<file path="src/rtl/core/rvm_pkg.sv">
// ---------------------------------------------------------------------------
// rvm_pkg
// Shared types and constants of the vector-to-vector rotation matrix block.
// ---------------------------------------------------------------------------
package rvm_pkg;

  localparam int FRAC_BITS   = 14;
  localparam int IBITS       = 30;
  localparam int SH          = IBITS - FRAC_BITS;
  localparam int QDEPTH      = 4;
  localparam int QAW         = $clog2(QDEPTH);
  localparam int SQ_STEPS    = 32;
  localparam int NDIV_STEPS  = 31;
  localparam int MDIV_STEPS  = 33;

  localparam longint OUT_HI = (FRAC_BITS >= 15) ? 32767 : (longint'(1) << FRAC_BITS);
  localparam longint OUT_LO = (FRAC_BITS >= 15) ? -32768 : -(longint'(1) << FRAC_BITS);
  localparam logic signed [15:0] ID_ONE = 16'(OUT_HI);

  typedef struct packed {
    logic [2:0][15:0] a;
    logic [2:0][15:0] b;
    logic [31:0]      a2;
    logic [31:0]      b2;
    logic             degen;
  } rvm_item_t;

  typedef struct packed {
    logic full;
    logic empty;
  } rvm_qstat_t;

endpackage

</file>
<file path="src/rtl/core/rvm_queue.sv">
// ---------------------------------------------------------------------------
// rvm_queue
// Small queue between the classifying front and the arithmetic back.
// ---------------------------------------------------------------------------
module rvm_queue import rvm_pkg::*; (
  input  logic       clk,
  input  logic       rst,
  input  logic       push,
  input  rvm_item_t  item_in,
  input  logic       pop,
  output rvm_item_t  item_out,
  output rvm_qstat_t qstat
);

  rvm_item_t        mem [QDEPTH];
  logic [QAW-1:0]   wr_ptr;
  logic [QAW-1:0]   rd_ptr;
  logic [QAW:0]     count;

  assign qstat.full  = (count == (QAW+1)'(QDEPTH));
  assign qstat.empty = (count == '0);
  assign item_out    = mem[rd_ptr];

  always_ff @(posedge clk) begin
    if (rst) begin
      wr_ptr <= '0;
      rd_ptr <= '0;
      count  <= '0;
    end else begin
      if (push) begin
        wr_ptr <= wr_ptr + QAW'(1);
      end
      if (pop) begin
        rd_ptr <= rd_ptr + QAW'(1);
      end
      if (push && !pop) begin
        count <= count + (QAW+1)'(1);
      end else if (pop && !push) begin
        count <= count - (QAW+1)'(1);
      end
    end
  end

  always_ff @(posedge clk) begin
    if (push) begin
      mem[wr_ptr] <= item_in;
    end
  end

endmodule

</file>
<file path="config.mk">
export PLATFORM = sky130hd
export DESIGN_NAME = rvm_queue
export DESIGN_NICKNAME = d
export VERILOG_FILES = /design/src/rtl/core/rvm_pkg.sv /design/src/rtl/core/rvm_queue.sv
export SDC_FILE = /design/constraint.sdc
export NUM_CORES = 1
export LEC_CHECK = 0
export BUFFER_PORTS_ARGS = -buffer_cell sky130_fd_sc_hd__buf_2
export CAP_MARGIN = 20
export CORE_ASPECT_RATIO = 2
export CORE_MARGIN = 5
export CORE_UTILIZATION = 30
export CTS_CLUSTER_SIZE = 25
export DETAILED_ROUTE_END_ITERATION = 7
export SYNTH_ARGS = -nofsm -noshare
export SYNTH_HDL_FRONTEND = slang
export SYNTH_SLANG_ARGS = --single-unit
</file>
<file path="constraint.sdc">
create_clock -name clk -period 6.9 [get_ports clk]
set_input_delay 1.035 -clock clk [delete_from_list [all_inputs] [get_ports clk]]
set_output_delay 1.035 -clock clk [all_outputs]
set_load 0.05 [all_outputs]
</file>
==> flow_metrics.py <==
metrics = {
    "synth": {
        "synth_top_area_cell": "edfxtp_1",
        "synth_fa_ha_area_share_pct": 0.349,
        "syn_area_per_cell_um2": 26.7,
        "yosys.area.top_type_share_pct": 81.8,
        "syn_nets": 1056,
        "syn_inst": 885,
        "synth.area.mux_share_pct": 15.4,
        "yosysSeqAreaShare_pct": 82.6,
        "synth_top_family_by_area": "multiplexers",
        "synth_xor_xnor_area_share_pct": 0.185,
        "ys_ff_latch": 653,
        "synthSimpleGateAreaFrac_pct": 0.312,
        "syn-cell-area_mm2": 0.0236,
        "synth_compound_area_share_pct": 0.0424,
        "synthTopCellsByArea": "edfxtp_1, mux4_2, dfxtp_1, buf_6, buf_2",
        "synth.distinct_cells": 20,
        "ys_warn_count": 0,
    },
    "min_path": {
        "whs_path_depth": 2,
        "min_path_type": "reg2reg",
        "worstHoldStart": "count[2]$_SDFFE_PP0P_",
        "worstHoldEndpoint": "count[2]$_SDFFE_PP0P_",
    },
    "routing": {
        "remaining_drc_errors": 0,
        "dr.pass1.iters": 6,
        "vias": 10500,
        "drt_iter0_drc": 522,
        "routed_via_density": 4.49,
        "wl_per_cell_um": 21.7,
        "routed_wirelength_um": 50700,
        "ant_nets": 0,
    },
    "critical_path": {
        "r2r_end": "mem[3][140]$_DFFE_PP_",
        "r2r_slack_ps": 4350,
        "cp-start-kind": "register",
        "crit_type": "reg2out",
        "crit_path_end_kind": "primary output",
        "crit_required_ps": 5860,
        "worstPathArrival_ps": 3050,
        "r2r_cells": 3,
        "rr_startpoint": "wr_ptr[0]$_SDFFE_PP0P_",
        "cp_max_fo": 94,
    },
    "clock_tree": {
        "clock_sinks": 653,
        "htree_levels": 2,
        "clkLatencyLatePin_ps": 630,
        "cts_resized": 0,
        "cts_hold_buffers": 0,
        "cts_setup_buffers": 0,
        "cts_tree": "yes",
        "cts_buffers": 56,
        "clkTransAtPathRegs_ps": 70,
        "cts_root_buf": "clkbuf_16",
        "cts.path.max_buffers": 3,
    },
    "placement": {
        "port_buffers": 327,
        "place.gp.congestion": 0.748,
        "dp_hpwl_um": 32000,
        "dpl.cell_count": 2218,
    },
    "floorplan": {
        "die_y_um": 407,
        "io_pins": 328,
        "die_w_um": 208,
        "row_count": 145,
        "core_area_mm2": 0.0782,
        "start_util_pct": 30.2,
        "die-area_mm2": 0.0848,
    },
    "grt": {
        "grt_pass1_wl_um": 75800,
        "track_usage_pct": 11.8,
        "antenna_found_initial": 23,
        "grt_max_degree": 95,
        "grt_pass1_vias": 11700,
        "grt-ovfl-total": 0,
    },
    "layout": {
        "num-nets-final": 1418,
        "instances_no_fill": 2336,
        "areaGrowthSynthToFinish_pct": 20.3,
        "drive_gt1_share_pct": 46.0,
        "fillers": 7149,
    },
    "power": {
        "p_per_area_mw_per_mm2": 321,
        "peakVddDrop_mv": 0.193,
        "power.leakage_nw": 9.30,
        "p_total_w": 0.00912,
    },
    "timing": {
        "setup_tns_ps": 0,
        "skew_ps": 16.2,
        "setup_viol": 0,
        "fmax_ghz": 0.245,
        "finalCritPeriodShare_pct": 59.3,
        "hold_viol": 0,
        "slew_viol_final": 0,
        "worst_slew_pin_slew_ps": 1060,
        "period_needed_ps": 4090,
        "max_slew_margin_pct": 29.2,
        "rsz0062_at_grt": "no",
    },
    "job": {
        "max_cap_violations": 0,
    },
    "status": {
        "status": "finished clean",
    },
}
routing by layer:
layer | vias to the layer above | GRT usage, % | part of all wire (%)
met2 | 346 | 21.2 | 53
met4 | 12 | 4.81 | 3.7
met3 | 97 | 3.85 | 7.8
met5 | - | 0 | 0.15
li1 | 4569 | - | -
met1 | 5467 | 13.0 | 36
flip-flops by register name, indices dropped and copies added, names as in the netlist, named ones only:
register / cells
mem: 644
count: 3
rd_ptr: 2
wr_ptr: 2
cell usage after synthesis:
cell,n
or3_1,1
xnor2_1,2
fa_1,1
nor3_1,1
and2_1,4
inv_1,4
edfxtp_1,644
mux2i_1,2
xor2_1,3
a21oi_1,1
nor2_1,7
clkbuf_1,8
mux4_2,161
nand2_1,1
buf_6,11
dfxtp_1,9
ha_1,5
o21ai_0,1
nor3b_1,1
buf_2,18
cells by family after synthesis:
| family | after synthesis |
|---|---|
| adders and majority gates | 6 |
| and+or+nand+nor | 15 |
| muxes | 163 |
| xor gates and xnor gates | 5 |
| AOI/OAI and AO/OA | 2 |
| buffers and inverters | 41 |
| DFF | 653 |
cell type report:
| cell class | count | area, um^2 | area share (%) |
|---|---|---|---|
| clock buffers | 64 | 1430 | 5.03 |
| clock inverters | 42 | 469 | 1.65 |
| diodes | 12 | 30.0 | 0.106 |
| inverters | 4 | 15.0 | 0.0528 |
| multi-input cells | 191 | 3870 | 13.6 |
| repair buffers | 341 | 1800 | 6.35 |
| flip-flops and latches | 653 | 19500 | 68.7 |
| well taps | 1029 | 1290 | 4.53 |
placed cells by master, fill, tap and decap left out, types with 2 or more instances in the layout:
master / synthesis / routed
clkinv_2: 0 / 10
dfxtp_4: 0 / 2
inv_6: 0 / 3
xor2_1: 3 / 3
edfxtp_1: 644 / 644
ha_1: 5 / 5
inv_8: 0 / 2
buf_12: 0 / 5
clkinvlp_4: 0 / 4
inv_1: 4 / 4
and2_4: 0 / 4
dfxtp_1: 9 / 7
clkinv_1: 0 / 10
clkbuf_16: 0 / 56
buf_2: 18 / 327
clkinv_4: 0 / 3
clkbuf_1: 8 / 8
buf_4: 0 / 9
nor2_1: 7 / 7
diode_2: 0 / 12
xnor2_1: 2 / 2
mux4_2: 161 / 161
bufinv_16: 0 / 8
mux2i_1: 2 / 2
through the flow:
step / hold slack (ps) / setup slack (ps) / util, % / cell area (um^2)
6_report: 516 / 2810 / 36.4 / 28400
5_1_grt: 549 / 2550 / 36.3 / 28400
4_1_cts: 520 / 2700 / 36.3 / 28400
3_5_place_dp: 505 / 3390 / 33.9 / 26500
3_3_place_gp: 477 / 3390 / 33.9 / 26500
2_1_floorplan: 466 / 1660 / - / 23600
worst max-delay path, cell delays in order, from the launching register on:
cell and delay (ps):
dfxtp_4 670, buf_12 480, mux4_2 650, buf_2 240
where the power goes:
part / internal [W] / leakage (nW) / switching, W / total, W
sequential: 0.00456 / 5.99 / 0.0000512 / 0.00461
clock: 0.00181 / 0.923 / 0.00142 / 0.00323
combinational: 0.000367 / 2.39 / 0.000916 / 0.00128
worst max-delay path by stage:
| stage | start | to | slack [ps] | cells past startpoint |
|---|---|---|---|---|
| final | register | item_out[150] | 2810 | 3 |
| after floorplan | push | mem[0][0]$_DFFE_PP_ | 1660 | 1 |
| after global routing | register | item_out[150] | 2550 | 3 |
| after global placement | register | item_out[150] | 3390 | 3 |
| after CTS | register | item_out[150] | 2700 | 3 |
| after detailed placement | register | item_out[150] | 3390 | 3 |
(Power assumes the default switching activity.)
